<file path="config.mk">
export PLATFORM = sky130hd
export DESIGN_NAME = tune_string_tone_sequencer_core
export DESIGN_NICKNAME = d
export VERILOG_FILES = /design/src/hw/rtl/tss_pkg.sv /design/src/hw/rtl/tss_div.sv /design/src/hw/rtl/tss_datapath.sv /design/src/hw/rtl/tss_ctrl.sv /design/src/hw/rtl/tune_string_tone_sequencer_core.sv
export SDC_FILE = /design/constraint.sdc
export NUM_CORES = 1
export LEC_CHECK = 0
export BUFFER_PORTS_ARGS = -buffer_cell sky130_fd_sc_hd__buf_4
export CAP_MARGIN = 10
export CORE_MARGIN = 2
export CORE_UTILIZATION = 50
export CTS_BUF_LIST = sky130_fd_sc_hd__clkbuf_16
export DETAILED_ROUTE_END_ITERATION = 7
export PLACE_DENSITY_LB_ADDON = 0.15
export SLEW_MARGIN = 40
export SYNTH_ARGS = -nofsm -noshare
export SYNTH_HDL_FRONTEND = slang
export SYNTH_SLANG_ARGS = --single-unit
export TNS_END_PERCENT = 50
</file>
<file path="constraint.sdc">
create_clock -name clk -period 7.6 [get_ports clk]
set_clock_uncertainty 0.2 [all_clocks]
set_input_delay 1.52 -clock clk [delete_from_list [all_inputs] [get_ports clk]]
set_output_delay 1.52 -clock clk [all_outputs]
set_load 0.02 [all_outputs]
</file>
<file path="src/hw/rtl/tss_pkg.sv">
// ----------------------------------------------------------------------------
// tss_pkg
// Shared types, constants and tables for the tune string tone sequencer.
// ----------------------------------------------------------------------------
package tss_pkg;

	// Divider geometry: widest dividend is the timer clock, widest divisor a frequency
	localparam int DIV_W     = 21;
	localparam int DVS_W     = 15;
	localparam int DIV_CNT_W = $clog2(DIV_W + 1);

	localparam logic [DIV_W-1:0] DUR_NUM   = DIV_W'(240000);
	localparam logic [DIV_W-1:0] TIMER_CLK = DIV_W'(1193180);
	localparam logic [DVS_W-1:0] FREQ_FLOOR = DVS_W'(523);

	localparam logic [9:0]  LENGTH_LIMIT = 10'd999;
	localparam logic [3:0]  DOT_LIMIT    = 4'd15;
	localparam logic [23:0] MAX24        = 24'hFFFFFF;

	// Result kinds
	localparam logic [1:0] EV_TONE = 2'd0;
	localparam logic [1:0] EV_REST = 2'd1;
	localparam logic [1:0] EV_ERR  = 2'd2;

	// Register indexes
	localparam logic [1:0] REG_TEMPO = 2'd0;
	localparam logic [1:0] REG_DLEN  = 2'd1;
	localparam logic [1:0] REG_OCT   = 2'd2;
	localparam logic [1:0] REG_ART   = 2'd3;

	// Articulation codes
	localparam logic [1:0] ART_STACCATO = 2'd1;
	localparam logic [1:0] ART_LEGATO   = 2'd2;

	// Parse phases
	localparam logic [1:0] PH_IDLE = 2'd0;
	localparam logic [1:0] PH_NOTE = 2'd1;
	localparam logic [1:0] PH_LEN  = 2'd2;
	localparam logic [1:0] PH_DOT  = 2'd3;

	// Divider operand selects
	localparam logic [1:0] DSEL_LEN   = 2'd0;
	localparam logic [1:0] DSEL_TEMPO = 2'd1;
	localparam logic [1:0] DSEL_FREQ  = 2'd2;

	// Top-octave base frequencies, worked out at elaboration
	localparam logic [13:0] PB0  = 14'(64'd4050816000 / 64'd483852);
	localparam logic [13:0] PB1  = 14'(64'd4050816000 / 64'd456695);
	localparam logic [13:0] PB2  = 14'(64'd4050816000 / 64'd431063);
	localparam logic [13:0] PB3  = 14'(64'd4050816000 / 64'd406869);
	localparam logic [13:0] PB4  = 14'(64'd4050816000 / 64'd384033);
	localparam logic [13:0] PB5  = 14'(64'd4050816000 / 64'd362479);
	localparam logic [13:0] PB6  = 14'(64'd4050816000 / 64'd342135);
	localparam logic [13:0] PB7  = 14'(64'd4050816000 / 64'd322932);
	localparam logic [13:0] PB8  = 14'(64'd4050816000 / 64'd304808);
	localparam logic [13:0] PB9  = 14'(64'd4050816000 / 64'd287700);
	localparam logic [13:0] PB10 = 14'(64'd4050816000 / 64'd271553);
	localparam logic [13:0] PB11 = 14'(64'd4050816000 / 64'd256312);

	typedef struct packed {
		logic [7:0] tempo;
		logic [6:0] dlen;
		logic [2:0] oct;
		logic [1:0] art;
	} cfg_t;

	// Controller to datapath
	typedef struct packed {
		logic       load_in;
		logic       clear_pend;
		logic       apply;
		logic       set_halt;
		logic       clr_halt;
		logic       div_start;
		logic [1:0] div_sel;
		logic       take_quot;
		logic       dot_step;
		logic       out_load;
		logic       out_err;
		logic       out_last;
	} cmd_t;

	// Datapath to controller
	typedef struct packed {
		logic halted;
		logic last;
		logic phase_nz;
		logic is_note;
		logic c_err;
		logic needs_flush;
		logic more_after;
		logic dots_nz;
		logic div_busy;
		logic out_free;
	} stat_t;

	function automatic logic [13:0] pitch_base(input logic [3:0] s);
		logic [13:0] r;
		case (s)
			4'd0:    r = PB0;
			4'd1:    r = PB1;
			4'd2:    r = PB2;
			4'd3:    r = PB3;
			4'd4:    r = PB4;
			4'd5:    r = PB5;
			4'd6:    r = PB6;
			4'd7:    r = PB7;
			4'd8:    r = PB8;
			4'd9:    r = PB9;
			4'd10:   r = PB10;
			default: r = PB11;
		endcase
		return r;
	endfunction

	// Semitone of letters A..G, index is letter minus 'A'
	function automatic logic [3:0] letter_semi(input logic [2:0] l);
		logic [3:0] r;
		case (l)
			3'd0:    r = 4'd9;
			3'd1:    r = 4'd11;
			3'd2:    r = 4'd0;
			3'd3:    r = 4'd2;
			3'd4:    r = 4'd4;
			3'd5:    r = 4'd5;
			default: r = 4'd7;
		endcase
		return r;
	endfunction

endpackage

</file>
<file path="src/hw/rtl/tss_div.sv">
// ----------------------------------------------------------------------------
// tss_div
// Restoring divider, one quotient bit per cycle.
// ----------------------------------------------------------------------------
module tss_div import tss_pkg::*; (
	input  logic             clk,
	input  logic             arst_n,
	input  logic             start,
	input  logic [DIV_W-1:0] dividend,
	input  logic [DVS_W-1:0] divisor,
	output logic             busy,
	output logic [DIV_W-1:0] quotient
);

	logic [DVS_W-1:0]     rem_q;
	logic [DVS_W-1:0]     dvs_q;
	logic [DIV_W-1:0]     quo_q;
	logic [DIV_CNT_W-1:0] cnt_q;
	logic                 busy_q;
	logic [DVS_W:0]       trial;
	logic                 fit;

	assign trial = {rem_q, quo_q[DIV_W-1]};
	assign fit   = trial >= {1'b0, dvs_q};

	// control
	always_ff @(posedge clk or negedge arst_n) begin
		if (!arst_n) begin
			busy_q <= 1'b0;
			cnt_q  <= '0;
		end else if (start) begin
			busy_q <= 1'b1;
			cnt_q  <= DIV_CNT_W'(DIV_W);
		end else if (busy_q) begin
			cnt_q  <= cnt_q - 1'b1;
			busy_q <= cnt_q != DIV_CNT_W'(1);
		end
	end

	// shift-subtract datapath
	always_ff @(posedge clk) begin
		if (start) begin
			rem_q <= '0;
			dvs_q <= divisor;
			quo_q <= dividend;
		end else if (busy_q) begin
			rem_q <= fit ? DVS_W'(trial - {1'b0, dvs_q}) : trial[DVS_W-1:0];
			quo_q <= {quo_q[DIV_W-2:0], fit};
		end
	end

	assign busy     = busy_q;
	assign quotient = quo_q;

endmodule

</file>
<file path="src/hw/rtl/tss_datapath.sv">
// ----------------------------------------------------------------------------
// tss_datapath
// Parser state, duration and pitch arithmetic, and the result register.
// ----------------------------------------------------------------------------
module tss_datapath import tss_pkg::*; (
	input  logic        clk,
	input  logic        arst_n,
	input  cfg_t        cfg,
	input  cmd_t        cmd,
	output stat_t       stat,
	input  logic [7:0]  in_char,
	input  logic        in_last,
	output logic        out_valid,
	input  logic        out_ready,
	output logic [1:0]  out_kind,
	output logic [15:0] out_div,
	output logic [23:0] out_snd,
	output logic [23:0] out_sil,
	output logic        out_last
);

	logic [7:0]  char_q;
	logic        last_q;
	logic [1:0]  phase_q;
	logic        is_note_q;
	logic [6:0]  note_q;
	logic [9:0]  len_q;
	logic [3:0]  dots_q;
	logic        halted_q;
	logic [23:0] t_q;
	logic        ov_q;
	logic [1:0]  okind_q;
	logic [15:0] odiv_q;
	logic [23:0] osnd_q;
	logic [23:0] osil_q;
	logic        olast_q;

	// character classes
	logic [7:0] up;
	logic       c_letter, c_pause, c_space, c_sharp, c_flat, c_digit, c_dot, c_err;

	always_comb begin
		up       = (char_q >= "a" && char_q <= "z") ? char_q - 8'd32 : char_q;
		c_letter = up >= "A" && up <= "G";
		c_pause  = up == "P";
		c_space  = char_q == " " || (char_q >= 8'd9 && char_q <= 8'd13);
		c_sharp  = phase_q == PH_NOTE && (char_q == "#" || char_q == "+");
		c_flat   = phase_q == PH_NOTE && char_q == "-";
		c_digit  = (phase_q == PH_NOTE || phase_q == PH_LEN) && char_q >= "0" && char_q <= "9";
		c_dot    = phase_q != PH_IDLE && char_q == ".";
		c_err    = !(c_letter || c_pause || c_space || c_sharp || c_flat || c_digit || c_dot);
	end

	// next values of the parse fields
	logic [3:0]  semi;
	logic [6:0]  note_new;
	logic [13:0] len_x10;
	always_comb begin
		semi     = letter_semi(3'(up - "A"));
		note_new = 7'({cfg.oct, 3'b0}) + 7'({cfg.oct, 2'b0}) + 7'(semi);
		len_x10  = 14'({len_q, 3'b0}) + 14'({len_q, 1'b0}) + 14'(char_q - "0");
	end

	// pitch: octave = n/12 by reciprocal, then shift the base frequency
	logic [12:0]      n43;
	logic [3:0]       octv;
	logic [3:0]       sem;
	logic [13:0]      base;
	logic [DVS_W-1:0] freq;
	always_comb begin
		n43  = 13'(note_q) * 13'd43;
		octv = n43[12:9];
		sem  = 4'(note_q - 7'({octv, 3'b0}) - 7'({octv, 2'b0}));
		base = pitch_base(sem);
		if (octv <= 4'd7)
			freq = DVS_W'(base >> (3'd7 - octv[2:0]));
		else
			freq = DVS_W'({base, 1'b0});
		if (freq == '0)
			freq = FREQ_FLOOR;
	end

	// divider operands
	logic [DIV_W-1:0] dvd;
	logic [DVS_W-1:0] dvs;
	logic [9:0]       len_eff;
	logic [DIV_W-1:0] quot;
	logic             div_busy;
	always_comb begin
		len_eff = len_q != '0 ? len_q : 10'(cfg.dlen);
		if (len_eff == '0)
			len_eff = 10'd1;
		case (cmd.div_sel)
			DSEL_LEN: begin
				dvd = DUR_NUM;
				dvs = DVS_W'(len_eff);
			end
			DSEL_TEMPO: begin
				dvd = quot;
				dvs = cfg.tempo != '0 ? DVS_W'(cfg.tempo) : DVS_W'(1);
			end
			default: begin
				dvd = TIMER_CLK;
				dvs = freq;
			end
		endcase
	end

	tss_div u_div (
		.clk      (clk),
		.arst_n   (arst_n),
		.start    (cmd.div_start),
		.dividend (dvd),
		.divisor  (dvs),
		.busy     (div_busy),
		.quotient (quot)
	);

	// dotted extension and articulation split
	logic [24:0] t_dot;
	logic [23:0] sil;
	always_comb begin
		t_dot = 25'(t_q) + 25'(t_q[23:1]);
		case (cfg.art)
			ART_STACCATO: sil = {2'b0, t_q[23:2]};
			ART_LEGATO:   sil = '0;
			default:      sil = {3'b0, t_q[23:3]};
		endcase
	end

	// input capture and duration register
	always_ff @(posedge clk) begin
		if (cmd.load_in) begin
			char_q <= in_char;
			last_q <= in_last;
		end
		if (cmd.take_quot)
			t_q <= 24'(quot);
		else if (cmd.dot_step)
			t_q <= t_dot > 25'(MAX24) ? MAX24 : t_dot[23:0];
	end

	// parse state
	always_ff @(posedge clk or negedge arst_n) begin
		if (!arst_n) begin
			phase_q   <= PH_IDLE;
			is_note_q <= 1'b0;
			note_q    <= '0;
			len_q     <= '0;
			dots_q    <= '0;
			halted_q  <= 1'b0;
		end else begin
			if (cmd.clear_pend) begin
				phase_q   <= PH_IDLE;
				is_note_q <= 1'b0;
				note_q    <= '0;
				len_q     <= '0;
				dots_q    <= '0;
			end else if (cmd.dot_step) begin
				dots_q <= dots_q - 1'b1;
			end else if (cmd.apply) begin
				if (c_letter) begin
					note_q    <= note_new;
					is_note_q <= 1'b1;
					phase_q   <= PH_NOTE;
				end else if (c_pause) begin
					is_note_q <= 1'b0;
					phase_q   <= PH_LEN;
				end else if (c_sharp) begin
					note_q  <= note_q + 1'b1;
					phase_q <= PH_LEN;
				end else if (c_flat) begin
					if (note_q != '0)
						note_q <= note_q - 1'b1;
					phase_q <= PH_LEN;
				end else if (c_digit) begin
					len_q   <= len_x10 > 14'(LENGTH_LIMIT) ? LENGTH_LIMIT : len_x10[9:0];
					phase_q <= PH_LEN;
				end else if (c_dot) begin
					if (dots_q != DOT_LIMIT)
						dots_q <= dots_q + 1'b1;
					phase_q <= PH_DOT;
				end
			end
			if (cmd.set_halt)
				halted_q <= 1'b1;
			else if (cmd.clr_halt)
				halted_q <= 1'b0;
		end
	end

	// result register
	always_ff @(posedge clk or negedge arst_n) begin
		if (!arst_n)
			ov_q <= 1'b0;
		else if (cmd.out_load)
			ov_q <= 1'b1;
		else if (out_ready)
			ov_q <= 1'b0;
	end

	always_ff @(posedge clk) begin
		if (cmd.out_load) begin
			olast_q <= cmd.out_last;
			if (cmd.out_err) begin
				okind_q <= EV_ERR;
				odiv_q  <= '0;
				osnd_q  <= '0;
				osil_q  <= '0;
			end else if (is_note_q) begin
				okind_q <= EV_TONE;
				odiv_q  <= quot[15:0];
				osnd_q  <= t_q - sil;
				osil_q  <= sil;
			end else begin
				okind_q <= EV_REST;
				odiv_q  <= '0;
				osnd_q  <= '0;
				osil_q  <= t_q;
			end
		end
	end

	always_comb begin
		stat.halted      = halted_q;
		stat.last        = last_q;
		stat.phase_nz    = phase_q != PH_IDLE;
		stat.is_note     = is_note_q;
		stat.c_err       = c_err;
		stat.needs_flush = phase_q != PH_IDLE && (c_letter || c_pause || c_space || c_err);
		stat.more_after  = c_err || (last_q && (c_letter || c_pause));
		stat.dots_nz     = dots_q != '0;
		stat.div_busy    = div_busy;
		stat.out_free    = !ov_q || out_ready;
	end

	assign out_valid = ov_q;
	assign out_kind  = okind_q;
	assign out_div   = odiv_q;
	assign out_snd   = osnd_q;
	assign out_sil   = osil_q;
	assign out_last  = olast_q;

endmodule

</file>
<file path="src/hw/rtl/tss_ctrl.sv">
// ----------------------------------------------------------------------------
// tss_ctrl
// Sequencer: decode, flush, divide, dot, emit and apply steps for one character.
// ----------------------------------------------------------------------------
module tss_ctrl import tss_pkg::*; (
	input  logic  clk,
	input  logic  arst_n,
	input  logic  in_valid,
	output logic  in_ready,
	input  stat_t stat,
	output cmd_t  cmd
);

	localparam logic [3:0] ST_IDLE  = 4'd0;
	localparam logic [3:0] ST_DEC   = 4'd1;
	localparam logic [3:0] ST_DLEN  = 4'd2;
	localparam logic [3:0] ST_DTMP  = 4'd3;
	localparam logic [3:0] ST_DOTS  = 4'd4;
	localparam logic [3:0] ST_DFRQ  = 4'd5;
	localparam logic [3:0] ST_EMIT  = 4'd6;
	localparam logic [3:0] ST_APPLY = 4'd7;
	localparam logic [3:0] ST_FIN   = 4'd8;

	logic [3:0] st_q, st_d;
	logic       post_q, post_d;

	always_comb begin
		st_d   = st_q;
		post_d = post_q;
		cmd    = '0;
		case (st_q)
			ST_IDLE: begin
				if (in_valid) begin
					cmd.load_in = 1'b1;
					st_d        = ST_DEC;
				end
			end
			ST_DEC: begin
				if (stat.halted) begin
					if (stat.last) begin
						cmd.clr_halt   = 1'b1;
						cmd.clear_pend = 1'b1;
					end
					st_d = ST_IDLE;
				end else if (stat.needs_flush) begin
					post_d        = 1'b0;
					cmd.div_start = 1'b1;
					cmd.div_sel   = DSEL_LEN;
					st_d          = ST_DLEN;
				end else begin
					st_d = ST_APPLY;
				end
			end
			ST_DLEN: begin
				if (!stat.div_busy) begin
					cmd.div_start = 1'b1;
					cmd.div_sel   = DSEL_TEMPO;
					st_d          = ST_DTMP;
				end
			end
			ST_DTMP: begin
				if (!stat.div_busy) begin
					cmd.take_quot = 1'b1;
					st_d          = ST_DOTS;
				end
			end
			ST_DOTS: begin
				if (stat.dots_nz) begin
					cmd.dot_step = 1'b1;
				end else if (stat.is_note) begin
					cmd.div_start = 1'b1;
					cmd.div_sel   = DSEL_FREQ;
					st_d          = ST_DFRQ;
				end else begin
					st_d = ST_EMIT;
				end
			end
			ST_DFRQ: begin
				cmd.div_sel = DSEL_FREQ;
				if (!stat.div_busy)
					st_d = ST_EMIT;
			end
			ST_EMIT: begin
				if (stat.out_free) begin
					cmd.out_load   = 1'b1;
					cmd.out_last   = post_q || !stat.more_after;
					cmd.clear_pend = 1'b1;
					st_d           = post_q ? ST_IDLE : ST_APPLY;
				end
			end
			ST_APPLY: begin
				if (stat.c_err) begin
					if (stat.out_free) begin
						cmd.out_load   = 1'b1;
						cmd.out_err    = 1'b1;
						cmd.out_last   = 1'b1;
						cmd.clear_pend = 1'b1;
						cmd.set_halt   = !stat.last;
						st_d           = ST_IDLE;
					end
				end else begin
					cmd.apply = 1'b1;
					st_d      = ST_FIN;
				end
			end
			ST_FIN: begin
				// end of tune: flush whatever is still pending
				if (stat.last && stat.phase_nz) begin
					post_d        = 1'b1;
					cmd.div_start = 1'b1;
					cmd.div_sel   = DSEL_LEN;
					st_d          = ST_DLEN;
				end else begin
					st_d = ST_IDLE;
				end
			end
			default: st_d = ST_IDLE;
		endcase
	end

	always_ff @(posedge clk or negedge arst_n) begin
		if (!arst_n) begin
			st_q   <= ST_IDLE;
			post_q <= 1'b0;
		end else begin
			st_q   <= st_d;
			post_q <= post_d;
		end
	end

	assign in_ready = st_q == ST_IDLE;

endmodule

</file>
<file path="src/hw/rtl/tune_string_tone_sequencer_core.sv">
// ----------------------------------------------------------------------------
// tune_string_tone_sequencer_core
// Turns tune text, one character per beat, into tone, rest and error commands.
// ----------------------------------------------------------------------------
// One character is taken at a time. A character that only extends the pending
// note (accidental, digit, dot) passes through the decode, apply and finish
// steps. One that issues a note or rest runs divisions on the shared restoring
// divider (length, tempo, timer divisor; rests skip the last), plus one dot
// step per dot. When end of tune flushes a second note, that note runs its own
// divisions as well. Any wait for the output register to drain lengthens this
// work. The next character is taken while the last result waits at the output.
// ----------------------------------------------------------------------------
module tune_string_tone_sequencer_core import tss_pkg::*; (
	input  logic        clk,
	input  logic        arst_n,
	input  logic        s_tvalid,
	output logic        s_tready,
	input  logic [7:0]  s_tdata,   // [7:0] tune_char
	input  logic        s_tlast,
	output logic        m_tvalid,
	input  logic        m_tready,
	output logic [63:0] m_tdata,   // [15:0] timer_divisor, [39:16] sound_ms, [63:40] silence_ms
	output logic [1:0]  m_tuser,   // [1:0] event_kind
	output logic        m_tlast,
	input  logic        psel,
	input  logic        penable,
	input  logic        pwrite,
	input  logic [3:0]  paddr,
	input  logic [31:0] pwdata,
	output logic [31:0] prdata,
	output logic        pready
);

	cfg_t        cfg_q;
	cmd_t        cmd;
	stat_t       stat;
	logic [1:0]  ridx;
	logic [15:0] odiv;
	logic [23:0] osnd, osil;

	assign pready = 1'b1;
	assign ridx   = paddr[3:2];

	// configuration registers
	always_ff @(posedge clk or negedge arst_n) begin
		if (!arst_n) begin
			cfg_q.tempo <= 8'd120;
			cfg_q.dlen  <= 7'd4;
			cfg_q.oct   <= 3'd3;
			cfg_q.art   <= 2'd0;
		end else if (psel && penable && pwrite) begin
			case (ridx)
				REG_TEMPO: cfg_q.tempo <= pwdata[7:0];
				REG_DLEN:  cfg_q.dlen  <= pwdata[6:0];
				REG_OCT:   cfg_q.oct   <= pwdata[2:0];
				REG_ART:   cfg_q.art   <= pwdata[1:0];
				default:   ;
			endcase
		end
	end

	// register read-back
	always_comb begin
		case (ridx)
			REG_TEMPO: prdata = 32'(cfg_q.tempo);
			REG_DLEN:  prdata = 32'(cfg_q.dlen);
			REG_OCT:   prdata = 32'(cfg_q.oct);
			REG_ART:   prdata = 32'(cfg_q.art);
			default:   prdata = '0;
		endcase
	end

	tss_ctrl u_ctrl (
		.clk      (clk),
		.arst_n   (arst_n),
		.in_valid (s_tvalid),
		.in_ready (s_tready),
		.stat     (stat),
		.cmd      (cmd)
	);

	tss_datapath u_dp (
		.clk       (clk),
		.arst_n    (arst_n),
		.cfg       (cfg_q),
		.cmd       (cmd),
		.stat      (stat),
		.in_char   (s_tdata),
		.in_last   (s_tlast),
		.out_valid (m_tvalid),
		.out_ready (m_tready),
		.out_kind  (m_tuser),
		.out_div   (odiv),
		.out_snd   (osnd),
		.out_sil   (osil),
		.out_last  (m_tlast)
	);

	assign m_tdata = {osil, osnd, odiv};

	// one character in flight at a time
	a_one_item: assert property (@(posedge clk) disable iff (!arst_n)
		s_tvalid && s_tready |=> !s_tready)
		else $error("second character taken while one is in work");

	// the divider is always finished before a new character is taken
	a_div_idle: assert property (@(posedge clk) disable iff (!arst_n)
		s_tready |-> !stat.div_busy)
		else $error("divider busy while waiting for input");

	// a result is only loaded when the output register has room
	a_no_overwrite: assert property (@(posedge clk) disable iff (!arst_n)
		cmd.out_load |-> stat.out_free)
		else $error("result loaded over one not yet taken");

endmodule

</file>
## After elaboration in Yosys (flattened, before gate mapping)

Memory sizes are Yosys's and may differ from the RTL's.
Index checks and enable logic that the tools add are counted.

| storage, ports and cells | value |
|---|---|
| register bits | 208 |
| ROM bits | 208 |
| input bits | 52 |
| output and inout bits | 102 |
| logic and storage cells | 296 |
| memories | 1 |

Memories:

| memory | depth | width | read ports | clocked after Yosys merged registers in | wr ports | line | RTL |
|---|---|---|---|---|---|---|---|
| (name not given) | 16 | 13 | 1 | 0 | 0 | tss_pkg.sv:99 | `case (s)` |

| operators by class | value |
|---|---|
| add/sub/neg operators | 18 |
| multipliers | 1 |
| order comparisons | 12 |
| equal/unequal tests | 51 |
| shift operators | 1 |
| muxes and demuxes | 116 |
| bitwise gates (word level) | 1 |
| reductions and logical operators | 68 |

Operators by type and width:

| operator | count |
|---|---|
| $pmux W32 S4 | 1 |
| $mux W10 | 11 |
| $mux W21 | 4 |
| $mux W4 | 18 |
| $mux W7 | 8 |
| $mux W24 | 2 |
| $mux W15 | 3 |
| $pmux W22 S2 | 1 |
| $pmux W21 S2 | 1 |
| $eq A8 B6 Y1 const B | 5 |
| $pmux W4 S9 | 1 |
| $mux W3 | 11 |
| $mux W1 | 31 |
| $pmux W15 S2 | 1 |
| $ne A2 B2 Y1 const B | 13 |
| $add A24 B23 Y25 | 1 |
| $gt A25 B24 Y1 const B | 1 |
| $mux W2 | 12 |
| $pmux W4 S6 | 1 |
| $sub A24 B22 Y24 | 1 |
| $eq A4 B3 Y1 const B | 4 |
| $ge A16 B15 Y1 | 1 |
| $ge A8 B7 Y1 const B | 2 |
| $le A8 B7 Y1 const B | 2 |
| other kinds (65) | 132 |

## Longest topological paths before layout

Gate-level depths: netlist of run 1.

| logic depth | value |
|---|---|
| word-level depth | 20 |
| depth in mapped cells | 23 |
| mapped depth without buffers | 21 |

## By module

A second synthesis of run 1 with hierarchy kept.

| unflattened totals | value |
|---|---|
| cell total of the unflattened synthesis | 1737 |
| area, all modules | 16402.0 um^2 |

By module, submodules not included:

| module | instances | cells an instance | area an instance (um^2) | sequential area each (um^2) |
|---|---|---|---|---|
| tss_datapath | 1 | 1291 | 11481.0 | 3623.5 |
| tss_div | 1 | 286 | 3186.8 | 1531.5 |
| tune_string_tone_sequencer_core | 1 | 91 | 1167.4 | 509.2 |
| tss_ctrl | 1 | 69 | 566.8 | 125.1 |

## Least setup slack after synthesis of run 1

Ideal clock, no wire load.

| timing | value |
|---|---|
| path kind | flip-flop to flip-flop |
| start point | register u_dp.note_q[2] |
| end point | register u_dp.u_div.dvs_q[9] (data pin) |
| setup time | 0.256 ns |
| arrival time | 5.282 ns |
| required time | 7.144 ns |
| slack | 1.862 ns |
| cell stages (with the launch flop) | 23 |
| buffers on the path | 2 |
| clock period less this slack | 5.738 ns |
| path through | dfrtp_1 -> ha_1 -> fa_1 -> inv_1 -> fa_1 -> inv_1 -> ha_1 -> a21o_1 -> or3_1 -> o21a_1 -> xnor2_1 -> inv_1 -> clkbuf_1 -> ha_1 -> xor3_1 -> clkbuf_1 -> nand3_1 -> a21boi_0 -> mux2i_1 -> mux2i_1 -> mux2i_1 -> o21ai_0 -> a22o_1 |

| on the way | value |
|---|---|
| longest elaborated chain between the ends | 9 |
| elaborated cells on any way between the ends | 11 |
| those cells by class | add/sub (3); mul (1); order compare (1); shift (1); mux (3); reduce/logical (1); memory (1) |

RTL lines:

| item | line | RTL |
|---|---|---|
| from (decl) | tss_datapath.sv:26 | `logic [6:0] note_q;` |
| from (signal assigned) | tss_datapath.sv:163 | `note_q <= note_new;` |
| from (signal assigned) | tss_datapath.sv:170 | `note_q <= note_q + 1'b1;` |
| from (signal assigned) | tss_datapath.sv:174 | `note_q <= note_q - 1'b1;` |
| $mul A7 B6 Y13 | tss_datapath.sv:71 | `n43 = 13'(note_q) * 13'd43;` |
| $sub A4 B4 Y4 (2 in a row) | tss_datapath.sv:73 | `sem = 4'(note_q - 7'({octv, 3'b0}) - 7'({octv, 2'b0}));` |
| $mem_v2 Z16 W13 | -- |  |
| $shr A14 B3 Y15 | tss_datapath.sv:76 | `freq = DVS_W'(base >> (3'd7 - octv[2:0]));` |
| $mux W15 (*) | tss_datapath.sv:75 | `if (octv <= 4'd7)` |
| $logic_not A15 Y1 | tss_datapath.sv:79 | `if (freq == '0)` |
| $mux W15 (*) | tss_datapath.sv:79 |  |
| $pmux W15 S2 (*) | tss_datapath.sv:93 | `case (cmd.div_sel)` |
| named net u_dp.dvs[9] | tss_datapath.sv:85 | `logic [DVS_W-1:0] dvs;` |
| to (signal assigned) | tss_div.sv:44 | `dvs_q <= divisor;` |
| to (decl) | tss_div.sv:16 | `logic [DVS_W-1:0] dvs_q;` |

The timed path passes the listed nets; every way through them passes the cells marked *.
A chain may end at the register's enable or synchronous reset.

## Worst setup path in the final report of run 1

| timing | value |
|---|---|
| start point | register u_dp.note_q[4] |
| end point | register u_dp.u_div.dvs_q[9] (data pin) |

| on the way | value |
|---|---|
| longest elaborated chain between the ends | 9 |
| elaborated cells on any way between the ends | 11 |
| those cells by class | add/sub (3); mul (1); order compare (1); shift (1); mux (3); reduce/logical (1); memory (1) |

RTL lines:

| item | line |
|---|---|
| $mul A7 B6 Y13 (*) | tss_datapath.sv:71 |
| $sub A4 B4 Y4 (2 in a row) | tss_datapath.sv:73 |
| $mem_v2 Z16 W13 | -- |
| $shr A14 B3 Y15 | tss_datapath.sv:76 |
| $mux W15 (*) | tss_datapath.sv:75 |
| $logic_not A15 Y1 | tss_datapath.sv:79 |
| $mux W15 (*) | tss_datapath.sv:79 |
| $pmux W15 S2 (*) | tss_datapath.sv:93 |
| named net u_dp.dvs[9] | tss_datapath.sv:85 |

Marks and branches as above.

==> key figures, run 1 <==
Worst hold path
  • Hold WC Path Type: reg -> reg
  • Cells on Worst Hold Path: 2

Worst setup path
  • CP required: 7810 ps
  • Worst-path cell chain: ha_1 > fa_1 > inv_1 > fa_1 > inv_1 > ha_1 > a21o_1 > or3_1 > o21a_1 > xnor2_1 > buf_4 > inv_1 > ha_1 > xor3_1 > or4_1 > o311ai_0 > mux2i_1 > mux2i_1 > mux2i_1 > o21ai_0 > a22o_1
  • Top delay family on crit path: adder cells
  • Buf/Inv on CP: 4
  • Crit path largest cell delay: 540 ps
  • WS Path Type: reg -> reg
  • CP arrival: ~6400 ps
  • Crit path launch type: register
  • Setup crit end kind: register
  • CP Depth: 21
  • Critical path fanouts, max: 12
  • CP max-delay cell: fa_1
  • Reg2Reg Depth: 21

Floorplan
  • Die area: 32900 um^2
  • DIE WIDTH: 181 um
  • Die H: 181 um
  • Core area: 30800 um^2
  • Initial Util: 51.1%
  • Row cnt: 64
  • Ports: 154

Cells and area
  • Area delta synth->final: 12.1%
  • Share of layout cells above drive strength 1: 12.9%
  • Layout Cells excl Fill: 2198
  • Nets: around 2000
  • Final core utilization: 57.2%
  • Inserted Diodes: 0

Global route
  • First-pass GRT wire length: ~62 mm
  • GRT overflow: 0
  • GRT Util Overall: 23.0%
  • Vias in the first global route: 12376
  • Initial antenna violation count: 0
  • Largest net degree at the start of global routing: 69

Timing
  • Setup ws final: around 1400 ps
  • Sum Neg Setup Slack: 0 ps
  • Worst rel slew slack: 49.8%
  • # setup viols final: 0
  • Fmax: 161 MHz
  • Crit share post-route: between 80 and 90%
  • Period minus WS final: 6210 ps
  • Worst-Margin Slew: between 700 and 800 ps
  • RSZ-0062 raised after global routing: false
  • Max-slew violation count: 0
  • Final hold vios: 0

Place
  • Port buffer count: 102
  • GPL Wtd Cong: 0.879
  • Hpwl dp: 28.4 mm
  • Setup WS pre-CTS: 1400 ps
  • Post-placement cell count: 2152

Synthesis
  • Yosys cell types: 91
  • Mapped Cells: approximately 1700
  • Number of synthesized flops with an enable pin: 133
  • Yosys warning count: 0
  • Synthesized cell area: 15700 um^2
  • Commonest cells in the netlist: 196 x nor2_1, 147 x ha_1, 133 x edfxtp_1
  • Ys flop type: edfxtp_1
  • Syn avg cell area: 9.27 um^2
  • Synth top area cells: edfxtp_1 25%, ha_1 12%, dfrtp_1 7.9%, nor2_1 4.7%, a21oi_1 4.1%
  • Dominant cell type by area after synthesis: edfxtp_1
  • Yosys top cell area share: between 20% and 30%
  • Seq cells post-synth: 208
  • Asr flop ratio synth: 27.4%
  • Most numerous cell in the Yosys netlist: nor2_1
  • Sequential fraction of the synthesis area: between 30% and 40%

Routing
  • DRT iter0 DRCs: 823
  • WL/cell: 17.3 um
  • Vias: 12726
  • DRC: 0
  • Pre-antenna DRT Iters: 8
  • ANT nets after route: 0
  • Final wirelength: 38.0 mm
  • Vias/cell: between 5 and 6

Clock tree
  • Post-CTS Setup Inserts: 0
  • Maximum root-to-sink buffer count: 3
  • # resized after CTS: 0
  • Hold_buf cts: 0
  • H-tree levels: 1
  • CTS tree: done
  • Clock Root Buffer: clkbuf_16
  • Total CTS buffers: 25
  • Clock slew at reported path FFs: roughly 60 ps
  • Skew-Pair Late Insertion Delay: 550 ps
  • Clock sinks: 208

Power
  • Power per cell area: 328 nW/um^2
  • Leak: 7.56 nW
  • Total power: 5.79 mW
  • VDD IR max: a little under 200 uV

Run status
  • Outcome: finished clean

Flow run
  • Max_cap viols: 0
[logic make-up (layout without fill, tap and decap cells)]
logic type,Yosys count,in the layout,share of synthesized area [%]
buffers and inverters,201,282,5.54
DFF,208,208,36.8
adders and majority gates,169,169,14.5
AOI/OAI and AO/OA,468,468,19.4
and+or+nand+nor,537,537,16.4
other,2,25,0.0477
muxes,61,61,4.26
xor gates and xnor gates,52,52,3.08
[state kept, by name, summed over array words and instances (netlist names), 2 cells and up]
name	count
u_dp.dots_q	4
u_dp.u_div.rem_q	15
u_ctrl.st_q	4
u_dp.u_div.dvs_q	15
u_dp.phase_q	2
u_dp.note_q	7
u_dp.u_div.cnt_q	5
u_dp.t_q	24
u_dp.u_div.quotient	21
cfg_q	20
u_dp.out_kind	2
u_dp.out_snd	24
u_dp.char_q	8
u_dp.out_div	16
u_dp.len_q	10
u_dp.out_sil	24
[area by class of cell]
| type | instances | area (um^2) |
|---|---|---|
| Clock buffer | 25 | 626 |
| Clock inverter | 21 | 180 |
| Fill cell | 2739 | 13200 |
| Inverter | 116 | 435 |
| Multi-Input combinational cell | 1312 | 9200 |
| Sequential cell | 208 | 5790 |
| Tap cell | 396 | 495 |
| Timing Repair Buffer | 120 | 908 |
[stage by stage]
step                cell area [um^2]  hold slack, ps
floorplan                      15800             250
global placement               16800             268
detailed placement             16800             281
CTS                            17600             273
global route                   17600             312
finish                         17600             279
[placed cells by master (no fill, tap or decap), types with 18 or more instances in the layout]
master / instances
and2_1: 33
a21oi_1: 127
o21a_1: 26
mux2_2: 28
nand3_1: 31
xor2_1: 24
fa_1: 22
dfrtp_1: 50
ha_1: 147
o21ai_0: 96
a31oi_1: 36
a211oi_1: 35
conb_1: 25
nand2b_1: 24
a21o_1: 24
buf_4: 118
dfxtp_1: 18
edfxtp_1: 133
clkbuf_16: 25
xnor2_1: 26
nand2_1: 114
nor3_1: 36
mux2i_1: 31
nor2_1: 193
inv_1: 113
[routing by layer]
layer  share of wire, %  wire [um]  GRT usage, %
met5                  0          0             0
met1                 43      16400          28.8
met4                3.4       1310          7.35
met3                3.4       1300          2.31
met2                 50      19000          41.8
[path summary, 6_finish.rpt]
path	from	slack, ps	end
min in group asynchronous	arst_n	750	u_ctrl.st_q[1]
min reg2reg	u_dp.u_div.rem_q[7]	280	u_dp.u_div.rem_q[8]
max in group asynchronous	arst_n	6050	u_dp.u_div.cnt_q[4]
min	u_dp.u_div.rem_q[7]	280	u_dp.u_div.rem_q[8]
max reg2reg	u_dp.note_q[4]	1390	u_dp.u_div.dvs_q[9]
max	u_dp.note_q[4]	1390	u_dp.u_div.dvs_q[9]
[tightest hold or removal path, cell delays in order, from the launching register on]
cell,delay [ps]
dfxtp_1,320
nand2_1,60
a31oi_1,70
[power breakdown]
group          internal [mW]  switching (mW)
Clock                  0.674           0.503
Combinational           1.08            1.59
Sequential              1.66           0.273
Note: power is estimated with default switching activity, not from simulation.
==> run 2: changes to the inputs <==
--- a/config.mk
+++ b/config.mk
@@ -5,6 +5,7 @@
 export SDC_FILE = /design/constraint.sdc
 export NUM_CORES = 1
 export LEC_CHECK = 0
+export ABC_AREA = 1
 export BUFFER_PORTS_ARGS = -buffer_cell sky130_fd_sc_hd__buf_4
 export CAP_MARGIN = 10
 export CORE_MARGIN = 2
==> constraint.sdc (replaced) <==
create_clock -name clk -period 5.9 [get_ports clk]
set_clock_uncertainty 0.2 [all_clocks]
set_input_delay 1.18 -clock clk [delete_from_list [all_inputs] [get_ports clk]]
set_output_delay 1.18 -clock clk [all_outputs]
set_load 0.02 [all_outputs]
==> key figures, run 2 <==
Run status
  • Outcome: finished clean

Synthesis
  • Asr flop ratio synth: 27.4% (unchanged)
  • Yosys top cell area share: 25.3% (-0.11 points)
  • Number of synthesized flops with an enable pin: 133 (unchanged)
  • Yosys warning count: 0 (unchanged)
  • Most numerous cell in the Yosys netlist: nand2_1
  • Sequential fraction of the synthesis area: 36.6% (-0.15 points)
  • Yosys cell types: 59 (-35%)
  • Synth Area in Adders: 14.4% (-0.061 points)
  • Mapped Cells: 1928 (+14%)
  • Mux contribution to synthesized area: 0% (-4.3 points)
  • Xor and xnor area share after synthesis: 3.44% (+0.36 points)
  • Simple-gate share of the synthesized area: 20.6% (+4.2 points)
  • Seq cells post-synth: 208 (unchanged)
  • Syn avg cell area: 8.20 um^2 (-12%)
  • Synthesized cell area: 15800 um^2 (+0.42%)
  • Dominant cell type by area after synthesis: edfxtp_1
  • Main combinational cell family by area after synthesis: simple AND/OR/NAND/NOR gates
  • Ys flop type: edfxtp_1
  • Commonest cells in the netlist: 347 x nand2_1, 259 x inv_1, 147 x ha_1, 147 x nor2_1, 133 x edfxtp_1
  • Compound-Gate Fraction of Synth Area: 15.6% (-3.8 points)
  • Synth top area cells: edfxtp_1 25%, ha_1 12%, nand2_1 8.2%, dfrtp_1 7.9%, inv_1 6.2%

Floorplan
  • Row cnt: 65 (+1.6%)
  • Die area: 33000 um^2 (+0.41%)
  • Initial Util: 50.5% (-0.57 points)
  • Die H: 182 um (+0.20%)
  • Ports: 154 (unchanged)
  • Core area: 31300 um^2 (+1.6%)
  • DIE WIDTH: 182 um (+0.20%)

Clock tree
  • Clock slew at reported path FFs: 60 ps (about the same)
  • # resized after CTS: 0 (unchanged)
  • Skew-Pair Late Insertion Delay: 530 ps (-20 ps)
  • Clock Root Buffer: clkbuf_16
  • Post-CTS Setup Inserts: 0 (unchanged)
  • Maximum root-to-sink buffer count: 3 (unchanged)
  • Clock sinks: 208 (unchanged)
  • H-tree levels: 1 (unchanged)
  • Hold_buf cts: 0 (unchanged)
  • Total CTS buffers: 24 (-4.0%)
  • CTS tree: done

Worst hold path
  • Worst Hold Launch: cfg_q[8]
  • WHS Endpoint: cfg_q[8]
  • Hold WC Path Type: reg -> reg
  • Cells on Worst Hold Path: 2 (unchanged)

Cells and area
  • Filler cells: 2820 (+3.0%)
  • Final core utilization: 56.4% (-0.76 points)
  • Layout Cells excl Fill: 2450 (+11%)
  • Nets: 2251 (+12%)
  • Most common cell after layout, fill and taps aside: nand2_1
  • Commonest cells after routing, fill and taps aside: 346 x nand2_1, 265 x inv_1, 147 x nor2_1, 147 x ha_1, 133 x edfxtp_1
  • Area delta synth->final: 11.8%
  • Area of the multi-input gates: 8660 um^2 (-5.9%)
  • Share of layout cells above drive strength 1: 11.3% (-1.7 points)
  • Inserted Diodes: 0 (unchanged)
  • Seq. cell area: 5790 um^2 (unchanged)

Power
  • VDD IR max: 254 uV (+32%)
  • Power per cell area: 448 nW/um^2 (+37%)
  • Leak: 8.40 nW (+11%)

Timing
  • Final hold vios: 0 (unchanged)
  • Period minus WS final: 5240 ps (-969 ps)
  • Crit share post-route: 88.7% (+7.1 points)
  • Worst rel slew slack: 44.8% (-5.0 points)
  • # setup viols final: 0 (unchanged)
  • RSZ-0062 raised after global routing: false
  • Max-slew violation count: 0 (unchanged)
  • Worst-Margin Slew: 825 ps (+74.2 ps)
  • Fmax: 191 MHz (+19%)
  • Sum Neg Setup Slack: 0 ps (unchanged)

Worst setup path
  • Top delay family on crit path: adder cells
  • CP max-delay cell: dfrtp_1
  • CP required: 6040 ps (-1770 ps)
  • WS Path Type: reg -> reg
  • Crit path largest cell delay: 550 ps (about the same)
  • Reg-to-reg setup timing slack: 660 ps (-730 ps)
  • Reg2reg end: u_dp.u_div.dvs_q[6]
  • Crit path launch type: register
  • Critical path fanouts, max: 10 (-2)
  • Setup crit end kind: register
  • Buf/Inv on CP: 3 (-1)
  • Cell mode on critical path: nand2_1
  • CP arrival: 5380 ps (-1030 ps)
  • Origin of the critical flop-to-flop path: u_dp.note_q[4]
  • Reg2Reg Depth: 24 (+14%)
  • Worst-path cell chain: ha_1 > fa_1 > inv_1 > fa_1 > inv_1 > ha_1 > a21oi_1 > o21a_1 > nand2_1 > nand2_1 > nand2_1 > inv_1 > ha_1 > xnor2_1 > nand2_1 > nand2_1 > o21ai_0 > o21ai_0 > nand2_1 > nand3_1 > nand3_1 > nand3_1 > o21ai_0 > o21ai_0

Global route
  • Vias in the first global route: 12918 (+4.4%)
  • GRT Util Overall: 23.1% (+0.13 points)
  • First-pass GRT wire length: 63.4 mm (+1.5%)
  • Largest net degree at the start of global routing: 69 (unchanged)
  • GRT overflow: 0 (unchanged)
  • Initial antenna violation count: 0 (unchanged)

Routing
  • Vias/cell: 5.45 (-5.9%)
  • DRT iter0 DRCs: 869 (+5.6%)
  • WL/cell: 15.5 um (-10%)
  • DRC: 0 (unchanged)
  • Vias: 13348 (+4.9%)
  • Final wirelength: 38.1 mm (about the same)
  • ANT nets after route: 0 (unchanged)
  • Pre-antenna DRT Iters: 5 (-3)

Place
  • Hpwl dp: 29.4 mm (+3.4%)
  • GPL Wtd Cong: 0.954 (+8.5%)
  • Post-placement cell count: 2406 (+12%)
  • Port buffer count: 102 (unchanged)

Flow run
  • Max_cap viols: 0 (unchanged)
## run 2: cell type report
class | instances | area share (%)
clock buffers | 26 | 3.68
clock inverters | 18 | 0.807
repair buffers | 122 | 5.23
inverters | 267 | 5.69
well taps | 402 | 2.85
multi-input cells | 1407 | 49.0
flip-flops and latches | 208 | 32.8
## run 2: worst max-delay path by stage
stage	from	end	slack, ps	depth (start not counted)
final	u_dp.note_q[4]	u_dp.u_div.dvs_q[6]	660	24
after global routing	u_dp.note_q[4]	u_dp.u_div.dvs_q[0]	200	23
after CTS	u_dp.note_q[4]	u_dp.u_div.dvs_q[0]	650	23
after detailed placement	u_dp.note_q[4]	u_dp.u_div.dvs_q[0]	650	23
after global placement	u_dp.note_q[4]	u_dp.u_div.dvs_q[0]	760	23
after floorplan	u_dp.note_q[2]	u_dp.u_div.dvs_q[0]	810	25
## run 2: kinds of logic (layout without fill, tap and decap cells)
kind of cell / Yosys count / after routing
other: 2 / 25
AOI/OAI and AO/OA: 422 / 422
and+or+nand+nor: 729 / 729
buffers and inverters: 336 / 433
xor gates and xnor gates: 62 / 62
DFF: 208 / 208
adders and majority gates: 169 / 169
## run 2: routing by layer
layer	vias up	track usage [%]	wire length (um)
met4	0	7.12	1030
met5	-	0	0
met2	308	39.9	18100
met3	63	2.87	1570
met1	6250	30.4	17300
li1	6727	-	-
## run 2: through the flow
step | hold WS (ps) | power (mW) | cell area, um^2 | setup WS [ps]
floorplan | 253 | 5.40 | 15900 | 815
global placement | 269 | 6.35 | 16900 | 761
detailed placement | 275 | 6.43 | 16900 | 650
CTS | 289 | 7.95 | 17700 | 650
global route | 314 | 8.61 | 17700 | 202
finish | 286 | 7.93 | 17700 | 664
## run 2: report_power, final
| part | internal, mW | switching [mW] | leakage, nW |
|---|---|---|---|
| registers | 2.13 | 0.281 | 2.13 |
| clock network | 0.879 | 0.601 | 0.405 |
| logic | 1.44 | 2.59 | 5.87 |
## run 2: worst reg2reg max path, delay by kind of cell, from the launching register on
| family | cells | cell delay [ps] |
|---|---|---|
| AOI/OAI and AO/OA | 6 | 1060 |
| xor gates and xnor gates | 1 | 180 |
| adders and majority gates | 5 | 1930 |
| buffers and inverters | 3 | 160 |
| DFF | 1 | 550 |
| and+or+nand+nor | 9 | 980 |
==> run 3: changes to the inputs <==
--- a/config.mk
+++ b/config.mk
@@ -13,6 +13,7 @@
 export CTS_BUF_LIST = sky130_fd_sc_hd__clkbuf_16
 export DETAILED_ROUTE_END_ITERATION = 7
 export PLACE_DENSITY_LB_ADDON = 0.15
+export REMOVE_ABC_BUFFERS = 1
 export SLEW_MARGIN = 40
 export SYNTH_ARGS = -nofsm -noshare
 export SYNTH_HDL_FRONTEND = slang
==> key figures, run 3 (same netlist as run 2, synthesis figures left out) <==
Routing
  • Pre-antenna DRT Iters: 6 (+1)
  • WL met2: 17.8 mm (-1.9%)
  • DRT iter0 DRCs: 953 (+9.7%)
  • Final wirelength: 38.7 mm (+1.7%)
  • ANT nets after route: 0 (unchanged)
  • DR WL met3: 1.84 mm (+17%)
  • WL met1: 18.2 mm (+5.0%)
  • Vias/cell: 5.48 (+0.64%)
  • DR top layer: met4
  • WL/cell: 15.8 um (+1.6%)
  • Vias: 13444 (+0.72%)
  • DRC: 0 (unchanged)

Timing
  • Max-slew violation count: 0 (unchanged)
  • Sum Neg Setup Slack: 0 ps (unchanged)
  • Worst-Margin Slew: 829 ps (+3.85 ps)
  • Worst rel slew slack: 44.1% (-0.65 points)
  • # setup viols final: 0 (unchanged)
  • Crit share post-route: 91.8% (+3.0 points)
  • Final hold vios: 0 (unchanged)
  • Period minus WS final: 5420 ps (+179 ps)
  • Fmax: 185 MHz (-3.3%)
  • RSZ-0062 raised after global routing: false

Power
  • Leak: 8.40 nW (about the same)
  • Net Switching: 3.55 mW (+2.1%)
  • VDD IR max: 226 uV (-11%)
  • Pint: 4.41 mW (-0.95%)
  • Comb power frac: 51.5% (+0.6 points)
  • Sequential power share: 30.2% (-0.2 points)
  • Sw frac: 44.6% (+0.75 points)
  • Clk network pwr share: 18.2% (-0.5 points)
  • Power per cell area: 450 nW/um^2 (+0.43%)

Clock tree
  • CTS tree: done
  • Clock slew at reported path FFs: 60 ps (about the same)
  • Post-CTS Setup Inserts: 0 (unchanged)
  • Hold_buf cts: 0 (unchanged)
  • Skew-Pair Late Insertion Delay: 550 ps (+20 ps)
  • Maximum root-to-sink buffer count: 3 (unchanged)
  • # resized after CTS: 0 (unchanged)
  • Total CTS buffers: 25 (+4.2%)
  • Clock sinks: 208 (unchanged)
  • Clock Root Buffer: clkbuf_16
  • H-tree levels: 1 (unchanged)

Worst hold path
  • Cells on Worst Hold Path: 2 (unchanged)
  • WHS Endpoint: cfg_q[7]
  • Worst Hold Launch: cfg_q[7]
  • Hold WC Path Type: reg -> reg

Worst setup path
  • Critical path fanouts, max: 10 (unchanged)
  • Origin of the critical flop-to-flop path: u_dp.note_q[3]
  • Setup crit end kind: register
  • WS Path Type: reg -> reg
  • Crit path launch type: register
  • Reg2Reg Depth: 24 (unchanged)
  • Reg-to-reg setup timing slack: 480 ps (-180 ps)
  • Worst-path cell chain: ha_1 > inv_1 > fa_1 > fa_1 > inv_1 > ha_1 > a21oi_1 > o21a_1 > nand2_1 > nand2_1 > nand2_1 > ha_1 > xnor2_1 > nand2_1 > nand2_1 > o21ai_0 > o21ai_0 > nand2_1 > o21ai_0 > o21ai_0 > buf_4 > or2_2 > nand4_1 > nand2_1
  • CP max-delay cell: fa_1
  • Critical path origin: u_dp.note_q[3]
  • Reg2reg end: u_dp.u_div.dvs_q[0]
  • CP required: 5970 ps (-70 ps)
  • Cell mode on critical path: nand2_1
  • Crit path largest cell delay: 550 ps (about the same)
  • CP arrival: 5480 ps (+100 ps)

Global route
  • Initial antenna violation count: 0 (unchanged)
  • Vias in the first global route: 12857 (-0.47%)
  • Largest net degree at the start of global routing: 58 (-16%)
  • First-pass GRT wire length: 63.5 mm (+0.14%)
  • GRT overflow: 0 (unchanged)
  • GRT Util Overall: 23.4% (+0.22 points)

Cells and area
  • Most common cell after layout, fill and taps aside: nand2_1
  • Commonest cells after routing, fill and taps aside: 346 x nand2_1, 265 x inv_1, 147 x nor2_1, 147 x ha_1, 133 x edfxtp_1
  • Inserted Diodes: 0 (unchanged)
  • Post-route design area: 17700 um^2 (about the same)
  • Share of layout cells above drive strength 1: 11.5% (+0.23 points)
  • Area delta synth->final: 11.8% (about the same)
  • Nets: 2252 (+0.044%)
  • Layout Cells excl Fill: 2452 (+0.082%)
  • Final core utilization: 56.4% (about the same)

Floorplan
  • Die area: 33000 um^2 (unchanged)
  • Die H: 182 um (unchanged)
  • DIE WIDTH: 182 um (unchanged)
  • Core area: 31300 um^2 (unchanged)
  • Ports: 154 (unchanged)
  • Row cnt: 65 (unchanged)
  • Initial Util: 50.5% (unchanged)

Run status
  • Outcome: finished clean

Flow run
  • Max_cap viols: 0 (unchanged)

Place
  • Port buffer count: 102 (unchanged)
  • GPL Wtd Cong: 0.908 (-4.8%)
  • Post-placement cell count: 2405 (-0.042%)
  • Hpwl dp: 29.7 mm (+1.1%)
  • Dpl cell area: 16900 um^2 (about the same)
## run 3: power by group through the flow
stage                     logic [mW]  clock network, mW  registers [mW]
final                           4.10               1.45            2.41
after global routing            4.61               1.54            2.45
after CTS                       4.08               1.49            2.41
after detailed placement        4.06                  0            2.43
after global placement          3.99                  0            2.42
after floorplan                 2.82                  0            2.49
## run 3: cell type report
class / instances / area [um^2]
timing repair buffer: 122 / 927
sequential: 208 / 5790
clock buffer: 25 / 626
tap: 402 / 503
multi-input combinational: 1407 / 8680
fill: 2876 / 13600
clock inverter: 21 / 135
inverter: 267 / 1000
## run 3: per-layer routing
| metal | up-vias | GRT usage [%] |
|---|---|---|
| met4 | 0 | 6.57 |
| met1 | 6319 | 32.9 |
| met5 | - | 0 |
| met3 | 59 | 2.41 |
| met2 | 330 | 38.5 |
| li1 | 6736 | - |
## run 3: worst max-delay path by stage
stage | to | slack [ps]
floorplan | u_dp.u_div.dvs_q[0] | 700
global placement | u_dp.u_div.dvs_q[0] | 600
detailed placement | u_dp.u_div.dvs_q[0] | 550
CTS | u_dp.u_div.dvs_q[0] | 480
global route | u_dp.u_div.dvs_q[0] | 40
finish | u_dp.u_div.dvs_q[0] | 480
## run 3: stage by stage
stage	setup WS [ps]	total power [mW]	hold WS, ps
floorplan	703	5.31	253
global placement	597	6.42	273
detailed placement	549	6.49	281
CTS	476	7.97	296
global route	38.8	8.60	319
finish	485	7.96	296
## run 3: critical path: cells and delay by family, from the launching register on
kind	cells	cell delay [ps]
DFF	1	520
xor gates and xnor gates	1	160
AOI/OAI and AO/OA	6	940
buffers and inverters	3	260
and+or+nand+nor	9	970
adders and majority gates	5	2060
